## src/r2h_pkg.sv

```systemverilog
`timescale 1ns / 1ps
`default_nettype none
// ----------------------------------------------------------------------------
// RGB to HSV pixel core package
// Transaction types, conversion constants and the divider step function.
// ----------------------------------------------------------------------------
package r2h_pkg;

  localparam logic [7:0] FULL_SCALE   = 8'd255;
  localparam logic [7:0] HUE_STEP     = 8'd43;
  localparam logic [7:0] OFFSET_RED   = 8'd0;
  localparam logic [7:0] OFFSET_GREEN = 8'd85;
  localparam logic [7:0] OFFSET_BLUE  = 8'd171;

  localparam int DIV_STAGES = 4;

  typedef struct packed {
    logic [7:0] red;
    logic [7:0] green;
    logic [7:0] blue;
  } pix_in_t;

  typedef struct packed {
    logic [7:0] hue;
    logic [7:0] saturation;
    logic [7:0] brightness;
  } pix_out_t;

  typedef struct packed {
    logic [7:0] brightness;
    logic [7:0] spread;
    logic [7:0] mag;
    logic [7:0] offset;
    logic       neg;
    logic       hue_zero;
    logic       sat_zero;
  } front_t;

  typedef struct packed {
    logic [15:0] rem_sat;
    logic [15:0] rem_hue;
    logic [7:0]  dsr_sat;
    logic [7:0]  dsr_hue;
    logic [7:0]  q_sat;
    logic [7:0]  q_hue;
    logic [7:0]  offset;
    logic        neg;
    logic        hue_zero;
    logic        sat_zero;
  } div_t;

  typedef struct packed {
    logic [15:0] rem;
    logic        qbit;
  } step_t;

  // One restoring division step at quotient bit bit_idx.
  function automatic step_t div_step(input logic [15:0] rem, input logic [7:0] dsr,
                                     input logic [2:0] bit_idx);
    logic [15:0] trial;
    step_t       res;
    trial = {8'd0, dsr} << bit_idx;
    if (rem >= trial) begin
      res.rem  = rem - trial;
      res.qbit = 1'b1;
    end else begin
      res.rem  = rem;
      res.qbit = 1'b0;
    end
    return res;
  endfunction

endpackage
`default_nettype wire

```

## src/rgb_to_hsv_pixel_core.sv

```systemverilog
`timescale 1ns / 1ps
`default_nettype none
// ----------------------------------------------------------------------------
// RGB to HSV pixel core
// Converts one 8-bit RGB pixel per transaction into 8-bit hue, saturation
// and brightness.
//
// The input channel carries one pixel per transaction on in_data, and the
// result channel carries one HSV result per transaction on out_data. Both
// channels transfer when valid is high and stall is low.
// While out_stall is low, the pipeline accepts one pixel every cycle: a front
// stage finds the maximum, minimum and sector, a product stage forms the
// dividends, four divider stages resolve two quotient bits each, and an
// output register applies the sector offset.
// When the receiver stalls, each stage holds its transaction and empty stages
// upstream keep filling, so input is stalled only once the pipeline is full.
// Reset clears all valid bits; nothing else needs clearing.
// ----------------------------------------------------------------------------
module rgb_to_hsv_pixel_core (
  input  wire logic             clk,
  input  wire logic             rst_n,
  input  wire logic             in_valid,
  output logic                  in_stall,
  input  wire r2h_pkg::pix_in_t in_data,
  output logic                  out_valid,
  input  wire logic             out_stall,
  output r2h_pkg::pix_out_t     out_data
);
  import r2h_pkg::*;

  front_t   s1_r;
  front_t   s1_nxt;
  logic     s1_v_r;
  logic     s1_en;

  div_t     dv_r   [0:DIV_STAGES];
  div_t     dv_nxt [0:DIV_STAGES];
  logic     dv_v_r [0:DIV_STAGES];
  logic [DIV_STAGES:0] dv_en;

  pix_out_t out_r;
  pix_out_t out_nxt;
  logic     out_valid_r;
  logic     out_en;

  always_comb begin
    out_en = !out_valid_r || !out_stall;
    dv_en[DIV_STAGES] = !dv_v_r[DIV_STAGES] || out_en;
    for (int k = DIV_STAGES - 1; k >= 0; k--) begin
      dv_en[k] = !dv_v_r[k] || dv_en[k+1];
    end
    s1_en = !s1_v_r || dv_en[0];
  end

  assign in_stall  = !s1_en;
  assign out_valid = out_valid_r;
  assign out_data  = out_r;

  always_comb begin
    logic [7:0] hi;
    logic [7:0] lo;
    logic [7:0] a;
    logic [7:0] b;
    hi = (in_data.red > in_data.green) ? in_data.red : in_data.green;
    if (in_data.blue > hi) begin
      hi = in_data.blue;
    end
    lo = (in_data.red < in_data.green) ? in_data.red : in_data.green;
    if (in_data.blue < lo) begin
      lo = in_data.blue;
    end
    if (in_data.red >= in_data.green && in_data.red >= in_data.blue) begin
      a = in_data.green;
      b = in_data.blue;
      s1_nxt.offset = OFFSET_RED;
    end else if (in_data.green >= in_data.blue) begin
      a = in_data.blue;
      b = in_data.red;
      s1_nxt.offset = OFFSET_GREEN;
    end else begin
      a = in_data.red;
      b = in_data.green;
      s1_nxt.offset = OFFSET_BLUE;
    end
    s1_nxt.brightness = hi;
    s1_nxt.spread     = hi - lo;
    s1_nxt.neg        = a < b;
    s1_nxt.mag        = (a >= b) ? a - b : b - a;
    s1_nxt.hue_zero   = hi == lo;
    s1_nxt.sat_zero   = hi == 8'd0;
  end

  always_comb begin
    logic [15:0] sat_prod;
    logic [15:0] hue_prod;
    sat_prod = 16'(FULL_SCALE) * {8'd0, s1_r.spread};
    hue_prod = 16'(HUE_STEP) * {8'd0, s1_r.mag};
    dv_nxt[0].rem_sat  = sat_prod;
    dv_nxt[0].rem_hue  = hue_prod;
    dv_nxt[0].dsr_sat  = s1_r.brightness;
    dv_nxt[0].dsr_hue  = s1_r.spread;
    dv_nxt[0].q_sat    = 8'd0;
    dv_nxt[0].q_hue    = 8'd0;
    dv_nxt[0].offset   = s1_r.offset;
    dv_nxt[0].neg      = s1_r.neg;
    dv_nxt[0].hue_zero = s1_r.hue_zero;
    dv_nxt[0].sat_zero = s1_r.sat_zero;
  end

  for (genvar k = 1; k <= DIV_STAGES; k++) begin : g_div
    localparam logic [2:0] BitHi = 3'(2 * (DIV_STAGES - k) + 1);
    localparam logic [2:0] BitLo = 3'(2 * (DIV_STAGES - k));
    always_comb begin
      step_t s_hi;
      step_t s_lo;
      step_t h_hi;
      step_t h_lo;
      s_hi = div_step(dv_r[k-1].rem_sat, dv_r[k-1].dsr_sat, BitHi);
      s_lo = div_step(s_hi.rem, dv_r[k-1].dsr_sat, BitLo);
      h_hi = div_step(dv_r[k-1].rem_hue, dv_r[k-1].dsr_hue, BitHi);
      h_lo = div_step(h_hi.rem, dv_r[k-1].dsr_hue, BitLo);
      dv_nxt[k]                = dv_r[k-1];
      dv_nxt[k].rem_sat        = s_lo.rem;
      dv_nxt[k].rem_hue        = h_lo.rem;
      dv_nxt[k].q_sat[BitHi]   = s_hi.qbit;
      dv_nxt[k].q_sat[BitLo]   = s_lo.qbit;
      dv_nxt[k].q_hue[BitHi]   = h_hi.qbit;
      dv_nxt[k].q_hue[BitLo]   = h_lo.qbit;
    end
  end

  always_comb begin
    div_t d;
    d = dv_r[DIV_STAGES];
    out_nxt.brightness = d.dsr_sat;
    out_nxt.saturation = d.sat_zero ? 8'd0 : d.q_sat;
    if (d.hue_zero) begin
      out_nxt.hue = 8'd0;
    end else if (d.neg) begin
      out_nxt.hue = d.offset - d.q_hue;
    end else begin
      out_nxt.hue = d.offset + d.q_hue;
    end
  end

  always_ff @(posedge clk) begin
    if (!rst_n) begin
      s1_v_r      <= 1'b0;
      out_valid_r <= 1'b0;
      for (int k = 0; k <= DIV_STAGES; k++) begin
        dv_v_r[k] <= 1'b0;
      end
    end else begin
      if (s1_en) begin
        s1_v_r <= in_valid;
      end
      if (dv_en[0]) begin
        dv_v_r[0] <= s1_v_r;
      end
      for (int k = 1; k <= DIV_STAGES; k++) begin
        if (dv_en[k]) begin
          dv_v_r[k] <= dv_v_r[k-1];
        end
      end
      if (out_en) begin
        out_valid_r <= dv_v_r[DIV_STAGES];
      end
    end
  end

  always_ff @(posedge clk) begin
    if (s1_en) begin
      s1_r <= s1_nxt;
    end
    for (int k = 0; k <= DIV_STAGES; k++) begin
      if (dv_en[k]) begin
        dv_r[k] <= dv_nxt[k];
      end
    end
    if (out_en) begin
      out_r <= out_nxt;
    end
  end

  a_accept_fills_front : assert property (@(posedge clk) disable iff (!rst_n)
    in_valid && !in_stall |=> s1_v_r)
    else $error("Accepted transaction did not reach the front stage.");

  a_sat_remainder : assert property (@(posedge clk) disable iff (!rst_n)
    dv_v_r[DIV_STAGES] && !dv_r[DIV_STAGES].sat_zero
      |-> dv_r[DIV_STAGES].rem_sat < {8'd0, dv_r[DIV_STAGES].dsr_sat})
    else $error("Saturation divider remainder is not below the divisor.");

  a_hue_quotient : assert property (@(posedge clk) disable iff (!rst_n)
    dv_v_r[DIV_STAGES] && !dv_r[DIV_STAGES].hue_zero
      |-> dv_r[DIV_STAGES].rem_hue < {8'd0, dv_r[DIV_STAGES].dsr_hue}
          && dv_r[DIV_STAGES].q_hue <= HUE_STEP)
    else $error("Hue divider result is out of range.");

  a_black_output : assert property (@(posedge clk) disable iff (!rst_n)
    dv_v_r[DIV_STAGES] && dv_en[DIV_STAGES] && dv_r[DIV_STAGES].sat_zero
      |=> out_valid_r && out_r == '0)
    else $error("Black pixel did not give an all-zero result.");

  a_drain : assert property (@(posedge clk) disable iff (!rst_n)
    out_valid_r && !out_stall && !dv_v_r[DIV_STAGES] |=> !out_valid_r)
    else $error("Output stayed valid after its transaction was taken.");

endmodule
`default_nettype wire
```

## config.mk

```make
export PLATFORM = sky130hd
export DESIGN_NAME = rgb_to_hsv_pixel_core
export DESIGN_NICKNAME = d
export VERILOG_FILES = /design/src/r2h_pkg.sv /design/src/rgb_to_hsv_pixel_core.sv
export SDC_FILE = /design/constraint.sdc
export NUM_CORES = 1
export LEC_CHECK = 0
export BUFFER_PORTS_ARGS = -buffer_cell sky130_fd_sc_hd__buf_2
export CORE_MARGIN = 10
export CORE_UTILIZATION = 45
export CTS_CLUSTER_SIZE = 14
export DETAILED_ROUTE_END_ITERATION = 10
export SLEW_MARGIN = 30
export SYNTH_ARGS = -nofsm -noshare
export SYNTH_HDL_FRONTEND = slang
export SYNTH_SLANG_ARGS = --single-unit
export TNS_END_PERCENT = 10
```

## constraint.sdc

```tcl
create_clock -name clk -period 5.55 [get_ports clk]
set_clock_uncertainty 0.1 [all_clocks]
set_input_delay 1.11 -clock clk [delete_from_list [all_inputs] [get_ports clk]]
set_output_delay 1.11 -clock clk [all_outputs]
set_load 0.02 [all_outputs]
```

=== After elaboration in Yosys (flattened, before gate mapping) ===
Memory sizes are Yosys's and may differ from the RTL's.
Cells that the tools add are included.

* $add $sub $neg: 21
* Multiply operators: 2
* Order comparisons: 25
* Equality and inequality tests: 1
* Mux-type cells: 53
* Bitwise operators: 5
* Reduce and logical (&&, ||, !) cells: 18

{| class="wikitable"
|+ Operators by type and width
! operator !! number
|-
| $mux 17 || 16
|-
| $mux 8 || 11
|-
| $ge 16x10->1 || 2
|-
| $ge 16x11->1 || 2
|-
| $ge 16x12->1 || 2
|-
| $ge 16x13->1 || 2
|-
| $ge 16x14->1 || 2
|-
| $ge 16x15->1 || 2
|-
| $ge 16x8->1 || 2
|-
| $ge 16x9->1 || 2
|-
| $ge 8x8->1 || 4
|-
| $sub 16x10->16 || 2
|-
| $sub 16x11->16 || 2
|-
| $sub 16x12->16 || 2
|-
| $sub 16x13->16 || 2
|-
| $sub 16x14->16 || 2
|-
| $sub 16x15->16 || 2
|-
| $sub 16x8->16 || 2
|-
| $sub 16x9->16 || 2
|-
| $sub 8x8->8 || 4
|-
| $mux 1 || 26
|-
| $lt 8x8->1 || 3
|-
| $gt 8x8->1 || 2
|-
| $mul 8x8->16 const A || 1
|-
| 8 further kinds || 26
|}

* Bits in registers: 61
* Bits in writable memories: 380
* Output and inout port bits: 26
* Logic and storage cells: 139
* Memories: 2

{| class="wikitable"
|+ Memories
! memory !! words !! bits a word !! read ports !! clocked after Yosys merged registers in !! wr ports !! RTL line !! source
|-
| dv_r || 5 || 75 || 5 || 0 || 5 || rgb_to_hsv_pixel_core.sv:36 || <nowiki>div_t dv_r [0:DIV_STAGES];</nowiki>
|-
| dv_v_r || 5 || 1 || 5 || 0 || 5 || rgb_to_hsv_pixel_core.sv:38 || <nowiki>logic dv_v_r [0:DIV_STAGES];</nowiki>
|}

=== Longest topological paths before layout ===
Gate-level depths: netlist of run 1.

* Word-level depth: 11
* Depth in mapped cells: 25

=== Worst setup path after synthesis of run 1 ===
No wires, ideal clock.

* Kind: input to register
* Start: in in_data[8] (netlist name)
* End: reg s1_r[18] (netlist name) (data pin)
* Setup time: 0.259 ns
* Arrival time: 5.593 ns
* Data required time: 5.191 ns
* Setup slack: -0.402 ns
* Cell stages on the path: 23
* Cell sequence: inv_1 -> ha_1 -> nand2b_1 -> a21o_1 -> a21o_1 -> a21o_1 -> a21o_1 -> a21oi_1 -> o21ai_1 -> clkbuf_1 -> nor2_1 -> a21oi_1 -> o21ai_0 -> ha_1 -> nor2b_1 -> o21ai_0 -> a31oi_1 -> nor2_1 -> mux2_2 -> o311a_1 -> o21ai_0 -> nand2_1 -> xor2_1

{| class="wikitable"
|+ RTL lines
! what !! RTL line !! source
|-
| from (decl) || rgb_to_hsv_pixel_core.sv:24 || <nowiki>input wire r2h_pkg::pix_in_t in_data,</nowiki>
|-
| to (signal assigned) || rgb_to_hsv_pixel_core.sv:173 || <nowiki>s1_r <= s1_nxt;</nowiki>
|-
| to (decl) || rgb_to_hsv_pixel_core.sv:31 || <nowiki>front_t s1_r;</nowiki>
|}

==> results of run 1 <==
routing by layer:
metal / GRT usage, % / routed length, um / up-vias / part of all wire (%)
met4: 5.61 / 1600 / 2 / 3.4
met3: 2.24 / 1450 / 90 / 3.1
li1: - / - / 8042 / -
met1: 18.0 / 20300 / 7421 / 43
met5: 0 / 13 / - / 0.028
met2: 28.3 / 23800 / 218 / 50
final cells by class:
cell class | count | area (um^2)
timing repair buffer | 179 | 1240
fill | 4468 | 24100
clock inverter | 21 | 249
multi-input combinational | 1529 | 12000
tap | 672 | 841
inverter | 241 | 905
clock buffer | 43 | 957
sequential | 325 | 9740
stage by stage:
stage	setup TNS (ps)	hold slack (ps)
floorplan	-70.1	300
CTS	0	307
detailed placement	-1260	305
global route	-86.2	316
finish	0	311
global placement	-525	304
state kept, by name (all words and copies together), names as in the netlist:
| register | flops |
|---|---|
| out_valid | 1 |
| s1_v_r | 1 |
| dv_nxt | 22 |
| dv_r | 264 |
| dv_v_r | 5 |
| out_data | 24 |
| s1_r | 8 |
worst max-delay path, cell delays in order:
cell      delay, ps
buf_2           130
ha_1            280
nand2b_1        140
a21o_1          170
a21o_1          180
a21o_1          180
a21o_1          180
a21oi_1         170
o21ai_2         180
buf_4           200
a21oi_1         180
o21ai_0         100
buf_4           150
fa_1            440
nor2b_1         130
o21ai_1         110
a31oi_2         290
nor2_4           90
mux2i_1         150
a21boi_0        140
o311a_1         370
o21ai_0         150
nand2_1          80
xor2_1          160
synthesized netlist by cell type, types with 7 or more instances:
master,instances
a211oi_1,18
a21boi_0,14
a21o_1,70
a21oi_1,142
and2_1,7
and3_1,16
clkbuf_1,25
edfxtp_1,323
fa_1,50
ha_1,265
inv_1,241
mux2_2,37
mux2i_1,39
nand2_1,114
nand2b_1,28
nand3_1,24
nand3b_1,7
nand4_1,33
nor2_1,149
nor2b_1,55
nor3_1,32
nor4_1,16
o21a_1,32
o21ai_0,122
o21bai_1,14
o31ai_1,13
or2_2,9
or3_1,15
xnor2_1,90
xor2_1,34
worst max path at each step:
stage | startpoint | endpoint | slack (ps)
after floorplan | in_data[8] | s1_r[18]$_DFFE_PN_ | -70
after global placement | in_data[0] | s1_r[18]$_DFFE_PN_ | -250
after detailed placement | in_data[0] | s1_r[18]$_DFFE_PN_ | -300
after CTS | dv_r[0][179]$_DFFE_PP_ | dv_r[0][283]$_DFFE_PP_ | 130
after global routing | in_data[8] | s1_r[18]$_DFFE_PN_ | -90
final | in_data[0] | s1_r[18]$_DFFE_PN_ | 250
cell families after synthesis:
logic type | count (synthesis)
AO/OA/AOI/OAI | 477
XOR/XNOR | 124
adder cells (fa/ha/maj) | 316
buffers and inverters | 277
flip-flops | 325
multiplexers | 76
AND/OR/NAND/NOR | 536
==> run summary, run 1 <==
largest family of logic cells by synthesized area = adder cells
CTS tree = done
largest fanout on the critical path = 10
status = complete, no violations
DR WL/cell = 15.7 um
overall routing resource usage = 15.4%
CP Data Arrival Time = 5470 ps
hold path cells = 0
Post-Synth XOR/XNOR Area = 4.78%
WS Path Type = input port to register
Syn Area/Cell = 10.7 um^2
Port Buffer Count = 53
reg2reg start = dv_r[0][206]$_DFFE_PP_
Seq/Total Area, Yosys = 42.8%
Synthesis Warnings = 0
top post-synthesis cells by area = edfxtp_1 43%, ha_1 15%, fa_1 4.4%
GRT overflow = 0
minimum clock period = 5300 ps
pre-CTS setup slack = -305 ps
fraction of registers with async set/reset = 0%
Final Non-Filler Cells = 3,010
endpoints failing setup = 0
clock latency at the later pin of the worst-skew pair = 530 ps
Distinct cells, synth = 74
Initial Util = 45.4%
Post-synth EDFFs = 323
Clk Tree Root Cell = clkbuf_16
hold_buf cts = 0
Max clock buf depth = 3
hpwl dp = 38.6 mm
clock-pin slew on the worst setup and hold paths = 60 ps
R2R Path End = dv_r[0][283]$_DFFE_PP_
Syn Nets = 2,474
MaxCap Viol Count = 0
Top-Level Pins = 54
Slew Limit Fails = 0
final worst slack = 248 ps
share of cells above drive strength 1 = 13.3%
n_diodes = 0
Post-synth top flop = edfxtp_1
Yosys top cell by area = edfxtp_1
Yosys reg bits = 325
placed inst area = 24,700 um^2
post-CTS setup buffers = 0
vias = 15,800
CTS resizes = 0
Synth top area share = 42.7%
FF-to-FF path depth = 17
Sink Count = 325
Die X = 245 um
drt drc = 0
first-pass GRT wire length = 77.3 mm
drt initial violations = 722
Core ar. = 50,100 um^2
Final ANT Viol Nets = 0
fin util = 51.8%
fmax = 189 MHz
row count = 82
final hold viol count = 0
most frequent cells in the layout = 323 x edfxtp_1, 265 x ha_1, 239 x inv_1, 148 x nor2_1, 140 x a21oi_1
Least-Margin Pin Slew = 896 ps
commonest non-fill, non-tap cell in the layout = edfxtp_1
fin area = 25,900 um^2
CP startpoint kind = input port
flop-to-flop setup slack = 340 ps
worst hold start = dv_r[0][101]$_DFFE_PP_
vias in the first global route = 15,800
placed insts = 2,946
CTS buffer count = 35
area delta synth->final = 14.1%
vias per cell = 5.24
Final #Nets = 2,654
mux contribution to synthesized area = 3.55%
CP Data Required Time = 5720 ps
adder-cell share of the synthesized area = 19.0%
Mapped Area = 22,700 um^2
RSZ-0062 raised after global routing = yes
Post-Synth Simple-Gate Area = 11.9%
CTS H-Tree Depth = 2
chip height = 245 um
crit share post-route = 95.5%
Hold Path Class = register to register
1st-pass router iterations = 5
Rel. slew slack = 40.2%
Synth Area in Compound Gates = 13.2%
kind of end point of the critical path = register
synthesized netlist cell count = 2,131
Hold Path Sink = dv_r[0][176]$_DFFE_PP_
detailed-route wire length = 47.2 mm
largest net degree at the start of global routing = 48
GPL Wtd Cong = 0.915
area of the die = 59,900 um^2
initial antenna violation count = 1
Power of run 1 is not shown: default switching activity piles up to over one toggle a cycle in this logic, so the estimate is an artifact.
==> inputs of run 2 (changes only) <==
REMOVE_ABC_BUFFERS = 1   (was default)
==> run summary, run 2 (same netlist as run 1, synthesis figures left out) <==
GPL Wtd Cong = 0.911 (-0.50%)
placed inst area = 24,800 um^2 (+0.25%)
endpoints failing setup = 0 (unchanged)
fin area = 26,000 um^2 (+0.17%)
CP startpoint kind = input port
CTS tree = done
Largest register FFs = 264 (unchanged)
largest net degree at the start of global routing = 58 (+21%)
largest fanout on the critical path = 10 (unchanged)
status = complete, no violations
R2R Path End = dv_r[0][283]$_DFFE_PP_
fin util = 51.9% (+0.090 points)
final hold viol count = 0 (unchanged)
Rel. slew slack = 39.3% (-0.90 points)
GRT overflow = 0 (unchanged)
reg2reg start = dv_r[0][179]$_DFFE_PP_
vias per cell = 5.22 (-0.30%)
clock latency at the later pin of the worst-skew pair = 510 ps (-20 ps)
Hold Path Sink = dv_r[0][300]$_DFFE_PP_
commonest non-fill, non-tap cell in the layout = edfxtp_1
Final ANT Viol Nets = 0 (unchanged)
drt drc = 0 (unchanged)
Max clock buf depth = 3 (unchanged)
vias = 15,800 (+0.032%)
drt initial violations = 682 (-5.5%)
Final #Nets = 2,667 (+0.49%)
Least-Margin Pin Slew = 908 ps (+12.6 ps)
area of the die = 59,900 um^2 (unchanged)
Port Buffer Count = 53 (unchanged)
row count = 82 (unchanged)
minimum clock period = 5270 ps (-28.1 ps)
CP Data Arrival Time = 5430 ps (-40 ps)
Reg with most FFs = dv_r
Core ar. = 50,100 um^2 (unchanged)
overall routing resource usage = 15.3% (-0.19 points)
Top-Level Pins = 54 (unchanged)
most frequent cells in the layout = 323 x edfxtp_1, 265 x ha_1, 239 x inv_1, 148 x nor2_1, 139 x a21oi_1
final worst slack = 276 ps (+28.1 ps)
Sink Count = 325 (unchanged)
hpwl dp = 37.8 mm (-2.1%)
crit share post-route = 95.0% (-0.51 points)
kind of end point of the critical path = register
share of cells above drive strength 1 = 13.7% (+0.41 points)
vias in the first global route = 15,900 (+0.27%)
CTS buffer count = 36 (+2.9%)
first-pass GRT wire length = 76.8 mm (-0.66%)
Clk Tree Root Cell = clkbuf_16
Slew Limit Fails = 0 (unchanged)
CTS H-Tree Depth = 2 (unchanged)
MaxCap Viol Count = 0 (unchanged)
flop-to-flop setup slack = 380 ps (+40 ps)
RSZ-0062 raised after global routing = yes
CP Data Required Time = 5710 ps (about the same)
fmax = 190 MHz (+0.53%)
Initial Util = 45.4% (unchanged)
worst hold start = dv_r[0][225]$_DFFE_PP_
FF-to-FF path depth = 19 (+2)
clock-pin slew on the worst setup and hold paths = 50 ps (about the same)
Die X = 245 um (unchanged)
hold path cells = 0 (unchanged)
chip height = 245 um (unchanged)
WS Path Type = input port to register
Hold Path Class = register to register
DR WL/cell = 15.3 um (-2.7%)
1st-pass router iterations = 5 (unchanged)
pre-CTS setup slack = -273 ps (+32.3 ps)
detailed-route wire length = 46.1 mm (-2.4%)
initial antenna violation count = 0 (-1)
n_diodes = 0 (unchanged)
area delta synth->final = 14.3%
run 2: timing repair:
action	4_1_cts	5_1_grt
setup buffers	0	3
endpoints found under the hold margin	0	0
gates resized for setup	0	17
endpoints found under the setup margin	0	23
hold buffers	0	0
run 2: critical path, stage by stage:
cell,delay [ps]
buf_2,130
ha_1,280
nand2b_1,140
a21o_1,180
a21o_1,170
a21o_1,180
a21o_1,170
a21oi_1,250
o21ai_4,140
buf_4,200
buf_4,140
a21oi_1,180
o21ai_0,120
ha_1,330
a21o_1,180
a21o_1,190
buf_4,140
o21ai_0,230
o2111ai_1,220
o22a_1,250
o311a_1,140
o21ai_0,140
nand2_1,80
xor2_1,140
run 2: per-layer routing:
layer  wire (um)  part of all wire (%)  GRT usage, %  vias to the layer above
met5           0                     0             0                        -
met4        1080                   2.3          4.69                        0
met3        1420                   3.1          2.11                       70
met2       22700                    49          27.1                      210
met1       20900                    45          18.8                     7404
li1            -                     -             -                     8094
run 2: cell type report:
cell class	instances	area, um^2
clock inverters	15	163
fillers	4454	24100
flip-flops and latches	325	9740
repair buffers	191	1340
multi-input cells	1529	12000
inverters	241	905
well taps	672	841
clock buffers	47	983
run 2: through the flow:
stage	hold slack, ps	setup TNS (ps)	instances
final	313	0	3020
after global routing	317	-13.1	3020
after CTS	312	0	3017
after detailed placement	305	-1720	2955
after global placement	304	-577	2955
after floorplan	300	-8180	2095
run 2: how the worst max path moves through the flow:
stage / startpoint / depth (start not counted) / endpoint
floorplan: in_data[9] / 20 / s1_r[18]$_DFFE_PN_
global placement: in_data[0] / 25 / s1_r[18]$_DFFE_PN_
detailed placement: in_data[0] / 25 / s1_r[18]$_DFFE_PN_
CTS: dv_r[0][179]$_DFFE_PP_ / 19 / dv_r[0][283]$_DFFE_PP_
global route: in_data[9] / 24 / dv_nxt[333]$_DFFE_PN_
finish: in_data[0] / 24 / s1_r[18]$_DFFE_PN_
Power of run 2 is left out for the same reason.
